[src/rtl/mma_pkg.sv]
// shared constants, result record and indication codes of the moving average alarm
// no dependencies
package mma_pkg;

  localparam int WINDOW_LEN   = 10;
  localparam int NUM_CHANNELS = 4;

  localparam int CH_W     = 2;
  localparam int SAMPLE_W = 16;
  localparam int ALARM_W  = 2;

  localparam int CHIDX_W     = (NUM_CHANNELS > 1) ? $clog2(NUM_CHANNELS) : 1;
  localparam int POS_W       = (WINDOW_LEN > 1) ? $clog2(WINDOW_LEN) : 1;
  localparam int SUM_W       = SAMPLE_W + $clog2(WINDOW_LEN);
  localparam int STORE_DEPTH = NUM_CHANNELS * WINDOW_LEN;
  localparam int ADDR_W      = $clog2(STORE_DEPTH);

  // divide by window length as multiply by rounded-up reciprocal
  localparam int DIV_SHIFT    = SUM_W + $clog2(WINDOW_LEN);
  localparam int DIV_MULT_W   = SUM_W + 1;
  localparam int PROD_W       = SUM_W + DIV_MULT_W;
  localparam int Q_W          = SAMPLE_W + 1;
  localparam longint DivMultL = ((64'sd1 <<< DIV_SHIFT) + WINDOW_LEN - 1) / WINDOW_LEN;
  localparam logic [DIV_MULT_W-1:0] DIV_MULT = DIV_MULT_W'(DivMultL);

  localparam int FIFO_DEPTH = 8;
  localparam int FIFO_PTR_W = $clog2(FIFO_DEPTH);
  localparam int FIFO_CNT_W = $clog2(FIFO_DEPTH + 1);

  localparam logic signed [SAMPLE_W-1:0] THRESHOLD_RESET = 16'sd19000;
  localparam logic signed [SAMPLE_W-1:0] MIN_RESET       = 16'sd32767;
  localparam logic signed [SAMPLE_W-1:0] MAX_RESET       = 16'sd0;

  typedef enum logic [ALARM_W-1:0] {
    IND_IDLE  = 2'd0,
    IND_OK    = 2'd1,
    IND_ALARM = 2'd2
  } alarm_e;

  typedef struct packed {
    logic [CH_W-1:0]            out_channel;
    logic signed [SAMPLE_W-1:0] average;
    logic signed [SAMPLE_W-1:0] minimum;
    logic signed [SAMPLE_W-1:0] maximum;
    alarm_e                     alarm_state;
  } result_t;

endpackage

[src/rtl/mma_in_if.sv]
// sample channel: valid/ready handshake with channel tag and signed sample
// depends on mma_pkg
interface mma_in_if import mma_pkg::*; ();
  logic                       valid;
  logic                       ready;
  logic [CH_W-1:0]            channel;
  logic signed [SAMPLE_W-1:0] sample;

  modport source (output valid, channel, sample, input ready);
  modport sink   (input valid, channel, sample, output ready);
endinterface

[src/rtl/mma_out_if.sv]
// result channel: valid/ready handshake with per-channel statistics and indication
// depends on mma_pkg
interface mma_out_if import mma_pkg::*; ();
  logic                       valid;
  logic                       ready;
  logic [CH_W-1:0]            out_channel;
  logic signed [SAMPLE_W-1:0] average;
  logic signed [SAMPLE_W-1:0] minimum;
  logic signed [SAMPLE_W-1:0] maximum;
  logic [ALARM_W-1:0]         alarm_state;

  modport source (output valid, out_channel, average, minimum, maximum, alarm_state,
                  input ready);
  modport sink   (input valid, out_channel, average, minimum, maximum, alarm_state,
                  output ready);
endinterface

[src/rtl/mma_ram.sv]
// generic single-write, single-read synchronous ram with registered read data
// no dependencies
module mma_ram #(
  parameter int WIDTH = 16,
  parameter int DEPTH = 40
) (
  input  logic                     clk_i,
  input  logic                     we_i,
  input  logic [$clog2(DEPTH)-1:0] waddr_i,
  input  logic [WIDTH-1:0]         wdata_i,
  input  logic                     re_i,
  input  logic [$clog2(DEPTH)-1:0] raddr_i,
  output logic [WIDTH-1:0]         rdata_o
);

  logic [WIDTH-1:0] mem_q [DEPTH];
  logic [WIDTH-1:0] rdata_q;

  always_ff @(posedge clk_i) begin
    if (we_i) begin
      mem_q[waddr_i] <= wdata_i;
    end
    if (re_i) begin
      rdata_q <= mem_q[raddr_i];
    end
  end

  assign rdata_o = rdata_q;

endmodule

[src/rtl/mma_out_fifo.sv]
// result queue between the update pipeline and the output channel
// depends on mma_pkg
module mma_out_fifo import mma_pkg::*; (
  input  logic                  clk_i,
  input  logic                  rst_ni,
  input  logic                  push_i,
  input  result_t               push_data_i,
  input  logic                  pop_i,
  output result_t               head_o,
  output logic                  valid_o,
  output logic [FIFO_CNT_W-1:0] count_o
);

  result_t               mem_q [FIFO_DEPTH];
  logic [FIFO_PTR_W-1:0] wr_ptr_q, rd_ptr_q;
  logic [FIFO_CNT_W-1:0] count_q, count_d;

  always_comb begin
    count_d = count_q;
    if (push_i && !pop_i) begin
      count_d = count_q + FIFO_CNT_W'(1);
    end else if (pop_i && !push_i) begin
      count_d = count_q - FIFO_CNT_W'(1);
    end
  end

  always_ff @(posedge clk_i or negedge rst_ni) begin
    if (!rst_ni) begin
      wr_ptr_q <= '0;
      rd_ptr_q <= '0;
      count_q  <= '0;
    end else begin
      if (push_i) begin
        wr_ptr_q <= wr_ptr_q + FIFO_PTR_W'(1);
      end
      if (pop_i) begin
        rd_ptr_q <= rd_ptr_q + FIFO_PTR_W'(1);
      end
      count_q <= count_d;
    end
  end

  always_ff @(posedge clk_i) begin
    if (push_i) begin
      mem_q[wr_ptr_q] <= push_data_i;
    end
  end

  assign head_o  = mem_q[rd_ptr_q];
  assign valid_o = (count_q != '0);
  assign count_o = count_q;

endmodule

[src/rtl/multichannel_moving_average_alarm.sv]
// Multichannel boxcar moving average with per-channel minimum and maximum and a
// threshold alarm over the channel 0 and channel 1 averages.
// Channels: in_i carries a channel tag and a signed sample, out_o carries one
// result per sample transfer (channel, window average, minimum, maximum, indication).
// cfg_we_i/cfg_wdata_i write the signed alarm threshold; write it only while idle.
// Path: a result passes the pipeline stage registers and then the result queue before it is offered.
// Throughput: one sample per cycle while in_i.ready is high; the window ram is read
// as a sample is taken and written back in the cycle after, with a one-entry bypass
// for a back-to-back read of the entry just written.
// Reset: per-entry valid flags mark the window ram as all zero at once, so
// samples are taken as soon as reset is released; sums, positions and
// averages clear, minima start at 32767, maxima at 0, indication idle.
// Stall: an 8-entry result queue absorbs a stalled receiver; in_i.ready drops
// when queued plus in-flight results reach 8, and nothing is lost.
// depends on mma_pkg, mma_in_if, mma_out_if, mma_ram, mma_out_fifo
module multichannel_moving_average_alarm import mma_pkg::*; (
  input  logic                clk_i,
  input  logic                rst_ni,
  input  logic                cfg_we_i,
  input  logic [SAMPLE_W-1:0] cfg_wdata_i,
  mma_in_if.sink              in_i,
  mma_out_if.source           out_o
);

  logic signed [SAMPLE_W-1:0] threshold_q;
  logic [POS_W-1:0]           pos_q [NUM_CHANNELS];
  logic signed [SUM_W-1:0]    sum_q [NUM_CHANNELS];
  logic signed [SAMPLE_W-1:0] min_q [NUM_CHANNELS];
  logic signed [SAMPLE_W-1:0] max_q [NUM_CHANNELS];
  logic signed [SAMPLE_W-1:0] avg_q [NUM_CHANNELS];
  logic [STORE_DEPTH-1:0]     stored_q;
  alarm_e                     ind_q, ind_d;

  // intake
  logic               in_xfer, in_ok, rd_en;
  logic [CHIDX_W-1:0] in_idx;
  logic [ADDR_W-1:0]  rd_addr;

  // stage 1: window read returns
  logic                       s1_valid_q;
  logic [CH_W-1:0]            s1_ch_q;
  logic signed [SAMPLE_W-1:0] s1_sample_q;
  logic [ADDR_W-1:0]          s1_addr_q;
  logic [CHIDX_W-1:0]         s1_idx;
  logic [SAMPLE_W-1:0]        ram_rdata;
  logic signed [SAMPLE_W-1:0] old_sample;
  logic signed [SUM_W-1:0]    sum_new;
  logic signed [SAMPLE_W-1:0] min_new, max_new;

  // last write bypass
  logic                       lw_valid_q;
  logic [ADDR_W-1:0]          lw_addr_q;
  logic signed [SAMPLE_W-1:0] lw_data_q;

  // stage 2: reciprocal multiply
  logic                       s2_valid_q;
  logic [CH_W-1:0]            s2_ch_q;
  logic signed [SUM_W-1:0]    s2_sum_q;
  logic signed [SAMPLE_W-1:0] s2_min_q, s2_max_q;
  logic                       s2_neg;
  logic [SUM_W-1:0]           s2_mag;
  logic [PROD_W-1:0]          s2_prod;

  // stage 3: average and indication
  logic                       s3_valid_q;
  logic [CH_W-1:0]            s3_ch_q;
  logic                       s3_neg_q;
  logic [PROD_W-1:0]          s3_prod_q;
  logic signed [SAMPLE_W-1:0] s3_min_q, s3_max_q;
  logic [CHIDX_W-1:0]         s3_idx;
  logic [Q_W-1:0]             s3_quot;
  logic signed [SAMPLE_W-1:0] avg_new, avg_a0, avg_a1;
  result_t                    push_data;

  // output queue
  result_t               head;
  logic                  fifo_valid, pop;
  logic [FIFO_CNT_W-1:0] fifo_count;
  logic [FIFO_CNT_W:0]   occupancy;

  assign in_xfer = in_i.valid && in_i.ready;
  assign in_ok   = int'(in_i.channel) < NUM_CHANNELS;
  assign in_idx  = CHIDX_W'(in_i.channel);
  assign rd_en   = in_xfer && in_ok;
  assign rd_addr = ADDR_W'(ADDR_W'(in_idx) * ADDR_W'(WINDOW_LEN)) + ADDR_W'(pos_q[in_idx]);

  assign occupancy = (FIFO_CNT_W+1)'(fifo_count) + (FIFO_CNT_W+1)'(s1_valid_q)
                   + (FIFO_CNT_W+1)'(s2_valid_q) + (FIFO_CNT_W+1)'(s3_valid_q);
  assign in_i.ready = occupancy < (FIFO_CNT_W+1)'(FIFO_DEPTH);

  always_ff @(posedge clk_i or negedge rst_ni) begin
    if (!rst_ni) begin
      threshold_q <= THRESHOLD_RESET;
    end else if (cfg_we_i) begin
      threshold_q <= $signed(cfg_wdata_i);
    end
  end

  // write position advances at the intake transfer
  always_ff @(posedge clk_i or negedge rst_ni) begin
    if (!rst_ni) begin
      for (int c = 0; c < NUM_CHANNELS; c++) begin
        pos_q[c] <= '0;
      end
    end else if (rd_en) begin
      if (pos_q[in_idx] == POS_W'(WINDOW_LEN - 1)) begin
        pos_q[in_idx] <= '0;
      end else begin
        pos_q[in_idx] <= pos_q[in_idx] + POS_W'(1);
      end
    end
  end

  mma_ram #(
    .WIDTH (SAMPLE_W),
    .DEPTH (STORE_DEPTH)
  ) u_window_ram (
    .clk_i   (clk_i),
    .we_i    (s1_valid_q),
    .waddr_i (s1_addr_q),
    .wdata_i (s1_sample_q),
    .re_i    (rd_en),
    .raddr_i (rd_addr),
    .rdata_o (ram_rdata)
  );

  always_ff @(posedge clk_i or negedge rst_ni) begin
    if (!rst_ni) begin
      s1_valid_q <= 1'b0;
      s2_valid_q <= 1'b0;
      s3_valid_q <= 1'b0;
      lw_valid_q <= 1'b0;
      stored_q   <= '0;
    end else begin
      s1_valid_q <= rd_en;
      s2_valid_q <= s1_valid_q;
      s3_valid_q <= s2_valid_q;
      lw_valid_q <= s1_valid_q;
      if (s1_valid_q) begin
        stored_q[s1_addr_q] <= 1'b1;
      end
    end
  end

  always_ff @(posedge clk_i) begin
    if (rd_en) begin
      s1_ch_q     <= in_i.channel;
      s1_sample_q <= in_i.sample;
      s1_addr_q   <= rd_addr;
    end
    lw_addr_q <= s1_addr_q;
    lw_data_q <= s1_sample_q;
    s2_ch_q   <= s1_ch_q;
    s2_sum_q  <= sum_new;
    s2_min_q  <= min_new;
    s2_max_q  <= max_new;
    s3_ch_q   <= s2_ch_q;
    s3_neg_q  <= s2_neg;
    s3_prod_q <= s2_prod;
    s3_min_q  <= s2_min_q;
    s3_max_q  <= s2_max_q;
  end

  // running sum, minimum and maximum
  assign s1_idx = CHIDX_W'(s1_ch_q);

  always_comb begin
    if (lw_valid_q && (lw_addr_q == s1_addr_q)) begin
      old_sample = lw_data_q;
    end else if (stored_q[s1_addr_q]) begin
      old_sample = $signed(ram_rdata);
    end else begin
      old_sample = '0;
    end
    sum_new = sum_q[s1_idx] - SUM_W'(old_sample) + SUM_W'(s1_sample_q);
    min_new = (s1_sample_q < min_q[s1_idx]) ? s1_sample_q : min_q[s1_idx];
    max_new = (s1_sample_q > max_q[s1_idx]) ? s1_sample_q : max_q[s1_idx];
  end

  always_ff @(posedge clk_i or negedge rst_ni) begin
    if (!rst_ni) begin
      for (int c = 0; c < NUM_CHANNELS; c++) begin
        sum_q[c] <= '0;
        min_q[c] <= MIN_RESET;
        max_q[c] <= MAX_RESET;
      end
    end else if (s1_valid_q) begin
      sum_q[s1_idx] <= sum_new;
      min_q[s1_idx] <= min_new;
      max_q[s1_idx] <= max_new;
    end
  end

  // divide magnitude by window length, truncating toward zero
  assign s2_neg  = s2_sum_q[SUM_W-1];
  assign s2_mag  = s2_neg ? SUM_W'(-s2_sum_q) : SUM_W'(s2_sum_q);
  assign s2_prod = PROD_W'(s2_mag) * PROD_W'(DIV_MULT);

  assign s3_idx  = CHIDX_W'(s3_ch_q);
  assign s3_quot = Q_W'(s3_prod_q >> DIV_SHIFT);
  assign avg_new = s3_neg_q ? $signed(SAMPLE_W'(-s3_quot)) : $signed(SAMPLE_W'(s3_quot));
  assign avg_a0  = (s3_idx == CHIDX_W'(0)) ? avg_new : avg_q[0];
  assign avg_a1  = (s3_idx == CHIDX_W'(1)) ? avg_new : avg_q[1];

  always_comb begin
    priority if ((avg_a0 > threshold_q) && (avg_a1 > threshold_q)) begin
      ind_d = IND_OK;
    end else if ((avg_a0 < threshold_q) || (avg_a1 < threshold_q)) begin
      ind_d = IND_ALARM;
    end else begin
      ind_d = ind_q;
    end
  end

  always_ff @(posedge clk_i or negedge rst_ni) begin
    if (!rst_ni) begin
      for (int c = 0; c < NUM_CHANNELS; c++) begin
        avg_q[c] <= '0;
      end
      ind_q <= IND_IDLE;
    end else if (s3_valid_q) begin
      avg_q[s3_idx] <= avg_new;
      ind_q         <= ind_d;
    end
  end

  always_comb begin
    push_data.out_channel = s3_ch_q;
    push_data.average     = avg_new;
    push_data.minimum     = s3_min_q;
    push_data.maximum     = s3_max_q;
    push_data.alarm_state = ind_d;
  end

  assign pop = fifo_valid && out_o.ready;

  mma_out_fifo u_out_fifo (
    .clk_i       (clk_i),
    .rst_ni      (rst_ni),
    .push_i      (s3_valid_q),
    .push_data_i (push_data),
    .pop_i       (pop),
    .head_o      (head),
    .valid_o     (fifo_valid),
    .count_o     (fifo_count)
  );

  assign out_o.valid       = fifo_valid;
  assign out_o.out_channel = head.out_channel;
  assign out_o.average     = head.average;
  assign out_o.minimum     = head.minimum;
  assign out_o.maximum     = head.maximum;
  assign out_o.alarm_state = head.alarm_state;

endmodule
[src/flat_wrapper.sv]
// flat-port wrapper written by rule: the top's interface ports become plain ports
module multichannel_moving_average_alarm_flat import mma_pkg::*;
  (clk_i, rst_ni, cfg_we_i, cfg_wdata_i, in_i_valid, in_i_channel, in_i_sample, in_i_ready, out_o_valid, out_o_out_channel, out_o_average, out_o_minimum, out_o_maximum, out_o_alarm_state, out_o_ready);
  mma_in_if in_i_i ();
  mma_out_if out_o_i ();
  input  logic clk_i;
  input  logic rst_ni;
  input  logic cfg_we_i;
  input  logic [SAMPLE_W-1:0] cfg_wdata_i;
  input wire logic [$bits(in_i_i.valid)-1:0] in_i_valid;
  input wire logic [$bits(in_i_i.channel)-1:0] in_i_channel;
  input wire logic [$bits(in_i_i.sample)-1:0] in_i_sample;
  output wire logic [$bits(in_i_i.ready)-1:0] in_i_ready;
  output wire logic [$bits(out_o_i.valid)-1:0] out_o_valid;
  output wire logic [$bits(out_o_i.out_channel)-1:0] out_o_out_channel;
  output wire logic [$bits(out_o_i.average)-1:0] out_o_average;
  output wire logic [$bits(out_o_i.minimum)-1:0] out_o_minimum;
  output wire logic [$bits(out_o_i.maximum)-1:0] out_o_maximum;
  output wire logic [$bits(out_o_i.alarm_state)-1:0] out_o_alarm_state;
  input wire logic [$bits(out_o_i.ready)-1:0] out_o_ready;
  assign in_i_i.valid = in_i_valid;
  assign in_i_i.channel = in_i_channel;
  assign in_i_i.sample = in_i_sample;
  assign in_i_ready = in_i_i.ready;
  assign out_o_valid = out_o_i.valid;
  assign out_o_out_channel = out_o_i.out_channel;
  assign out_o_average = out_o_i.average;
  assign out_o_minimum = out_o_i.minimum;
  assign out_o_maximum = out_o_i.maximum;
  assign out_o_alarm_state = out_o_i.alarm_state;
  assign out_o_i.ready = out_o_ready;
  multichannel_moving_average_alarm u_core (.clk_i(clk_i), .rst_ni(rst_ni), .cfg_we_i(cfg_we_i), .cfg_wdata_i(cfg_wdata_i), .in_i(in_i_i), .out_o(out_o_i));
endmodule
[config.mk]
export PLATFORM = sky130hd
export DESIGN_NAME = multichannel_moving_average_alarm_flat
export DESIGN_NICKNAME = d
export VERILOG_FILES = /design/src/rtl/mma_pkg.sv /design/src/rtl/mma_in_if.sv /design/src/rtl/mma_out_if.sv /design/src/rtl/mma_ram.sv /design/src/rtl/mma_out_fifo.sv /design/src/rtl/multichannel_moving_average_alarm.sv /design/src/flat_wrapper.sv
export SDC_FILE = /design/constraint.sdc
export NUM_CORES = 2
export LEC_CHECK = 0
export BUFFER_PORTS_ARGS = -buffer_cell sky130_fd_sc_hd__buf_2
export CAP_MARGIN = 30
export CORE_MARGIN = 2
export CORE_UTILIZATION = 35
export DETAILED_ROUTE_END_ITERATION = 8
export RECOVER_POWER = 25
export SLEW_MARGIN = 20
export SYNTH_ARGS = -nofsm -noshare
export SYNTH_HDL_FRONTEND = slang
export SYNTH_SLANG_ARGS = --single-unit
[constraint.sdc]
create_clock -name clk_i -period 9.5 [get_ports clk_i]
set_input_delay 1.9 -clock clk_i [delete_from_list [all_inputs] [get_ports clk_i]]
set_output_delay 1.9 -clock clk_i [all_outputs]
set_load 0.02 [all_outputs]
==> flow_summary.ini <==
[drt]
routedWlPerCell_microns = 21.4
ant_nets = 0
drt-pass1-iter-count = 5
vias = 36269
drt_wl_total_mm = 155
drc = 0
drtIter0Drc = 2532
via_per_inst = 5.01

[synth]
synth_edf_count = 1096
async_flop_share_pct = 21.1
yosys.area.top_type_share_pct = 47.8
synth_cell_types = 74
seq_area_frac_synth_pct = 63.5
synthCells = 4290
ys.flop_type = edfxtp_1
syn_area_sq_mm = 0.0688
ys_warn_count = 0
synth_area_leader_cell = edfxtp_1
netlist_top_cells_area = edfxtp_1 (48%), mux4_2 (12%), dfrtp_1 (9.5%)
synth_seq_cells = 1550
syn_avg_cell_area_sq_um = 16.0
synth_fp_nets = 4772

[sta]
period_share_pct = 89.0
slew_violations = 619
worst_pin_slew_ps = 2850
setup_slack_ps = 1040
fmax_ghz = 0.118
finalCriticalPeriod_ps = 8460
hold_slack_ps = 298
finalClockSkew_ps = 72.6
hold_viol_final = 0
setup_viol = 0
max_slew_margin_pct = -89.7
fin_tns_setup_ps = 0
rsz0062_at_grt = false

[floorplan]
fp.dieH_microns = 447
rows = 162
die_area_sq_mm = 0.200
core_sq_mm = 0.195
fp.dieW_microns = 447
initial_core_util_pct = 35.3
pin_count = 93

[clock_network]
cts_setup_buffers = 0
clock-root-buffer = clkbuf_16
cts_resized = 0
path_clk_slew_ps = 60
h-tree-depth = 4
cts_buffer_depth = 3
clock_latency_ps = 820
cts_buffers = 157
clock-sinks = 1550
cts_hold_buf = 0
cts_tree = done

[setup_path]
cp-endpoint = u_core.s3_prod_q[34]
crit_path_end_kind = flip-flop
cp_max_fo = 6
ff2ff_path_depth = 24
r2r_setup_slack_ps = 1040
startpoint_type = flip-flop
critical_path_required_ps = 10110
crit_type = reg2reg
worstPathArrival_ps = 9070
critPathLaunch = u_core.s2_sum_q[3]
rr_endpoint = u_core.s3_prod_q[34]
r2r-start = u_core.s2_sum_q[3]

[grt]
grt_pass1_vias = 37412
grt_pass1_wl_mm = 238
track_usage_pct = 15.7
grt_max_degree = 149
grt-ovfl-total = 0
antenna_found_initial = 3

[flow_run]
maxCapViolations = 15

[cells_and_area]
areaGrowthSynthToFinish_pct = 13.4
drive_gt1_share_pct = 21.7
nNetsFinal = 4957
layout_common_cells = edfxtp_1 (1096), mux4_2 (353), nand2_1 (345)
final_common_cell = edfxtp_1

[hold_path]
hp-class = reg2reg
hp-start = u_core.s2_ch_q[0]

[placement]
io_buffers = 92
hpwl_mm = 95.8
globalplace.congestion = 0.870
place_ws_ps = 997

[outcome]
violations = capacitance limit, slew limit
status = finished, violations left
[cells by family after synthesis]
family,after synthesis,share of synthesized area [%]
DFF,1550,63.5
and+or+nand+nor,648,4.39
AOI/OAI and AO/OA,537,4.46
buffers and inverters,524,2.94
muxes,487,13.7
adders and majority gates,443,9.74
xor gates and xnor gates,101,1.30
[registers in the layout (all words and copies together) (netlist names), 3 cells and up]
name                         count
u_core.avg_q                    32
u_core.lw_addr_q                 6
u_core.lw_data_q                16
u_core.max_q                    64
u_core.min_q                    64
u_core.pos_q                    16
u_core.s1_addr_q                 6
u_core.s1_sample_q              16
u_core.s2_max_q                 16
u_core.s2_min_q                 16
u_core.s2_sum_q                 20
u_core.s3_max_q                 16
u_core.s3_min_q                 16
u_core.s3_prod_q                16
u_core.stored_q                 40
u_core.sum_q                    80
u_core.threshold_q              16
u_core.u_out_fifo.count_o        4
u_core.u_out_fifo.mem_q        416
u_core.u_out_fifo.rd_ptr_q       3
u_core.u_out_fifo.wr_ptr_q       3
u_core.u_window_ram.mem_q      640
u_core.u_window_ram.rdata_o     16
[cell type report]
class                   instances  area (sq um)
diodes                          6          15.0
clock buffers                 216          4310
clock inverters                77           806
fillers                     17668        117000
inverters                     344          1290
multi-input cells            2216         23300
flip-flops and latches       1550         43700
well taps                    2624          3280
repair buffers                206          1340
[through the flow]
step / utilization, % / std cells / cell area [sq um]
after CTS: 40.0 / 7229 / 78000
after global routing: 40.0 / 7234 / 78000
after global placement: 37.3 / 6934 / 72900
after detailed placement: 37.4 / 6936 / 72900
final: 40.0 / 7239 / 78000
after floorplan: - / 4290 / 68800
[routing by layer]
layer  vias up  global-route usage (%)  wire length [microns]
li1      16328                       -                      -
met1     18921                    22.4                  70900
met2       847                    25.3                  72800
met3       173                    2.45                   8250
met4         0                    3.50                   3090
met5         -                       0                      0
[synthesized netlist by cell type, types with 4 or more instances]
cell / n
ha_1: 288
nand3_1: 24
edfxtp_1: 1096
o211ai_1: 6
nor3b_1: 15
o21bai_1: 4
dfstp_2: 66
buf_1: 18
clkbuf_1: 134
o31ai_1: 13
o21ai_0: 315
mux2i_1: 59
a21oi_1: 85
a21o_1: 36
nand3b_1: 9
mux4_2: 354
dfxtp_1: 127
nor3_1: 14
and3_1: 5
a22o_1: 4
o21a_1: 11
xor2_1: 47
inv_1: 343
dfrtp_1: 261
or3_1: 4
nor2_1: 90
nand2_1: 345
mux2_2: 74
fa_1: 155
buf_2: 23
a211oi_1: 22
or2_2: 42
nand4_1: 16
or4_1: 7
o22ai_1: 4
nand2b_1: 21
nor2b_1: 36
xnor2_1: 53
a21boi_0: 4
[worst min-delay path by stage]
| stage | endpoint | slack, ps | depth (start not counted) |
|---|---|---|---|
| 6_report | u_core.s3_ch_q[0] | 300 | 0 |
| 5_1_grt | u_core.s3_ch_q[0] | 310 | 0 |
| 4_1_cts | u_core.s3_ch_q[0] | 300 | 0 |
| 3_5_place_dp | u_core.s3_ch_q[0] | 310 | 0 |
| 3_3_place_gp | u_core.s3_min_q[4] | 310 | 0 |
| 2_1_floorplan | u_core.s3_ch_q[0] | 310 | 0 |
[worst max-delay path: stages, from the launching register on]
cell	delay [ps]
dfxtp_1	370
or4_4	510
or4_2	680
or4_1	440
o41a_1	330
xor2_1	610
ha_1	440
ha_1	320
inv_1	60
fa_1	510
inv_1	60
fa_1	550
fa_1	430
fa_1	450
ha_1	290
ha_1	350
a21o_1	190
a21o_1	170
a21o_1	200
nor3b_1	200
a21oi_1	200
a21o_1	250
a21oi_1	320
o221ai_1	200
xor2_1	170
Power is left out: the tool's default activity adds up to more than one toggle a clock period on the data nets, which glitch-free logic cannot reach.
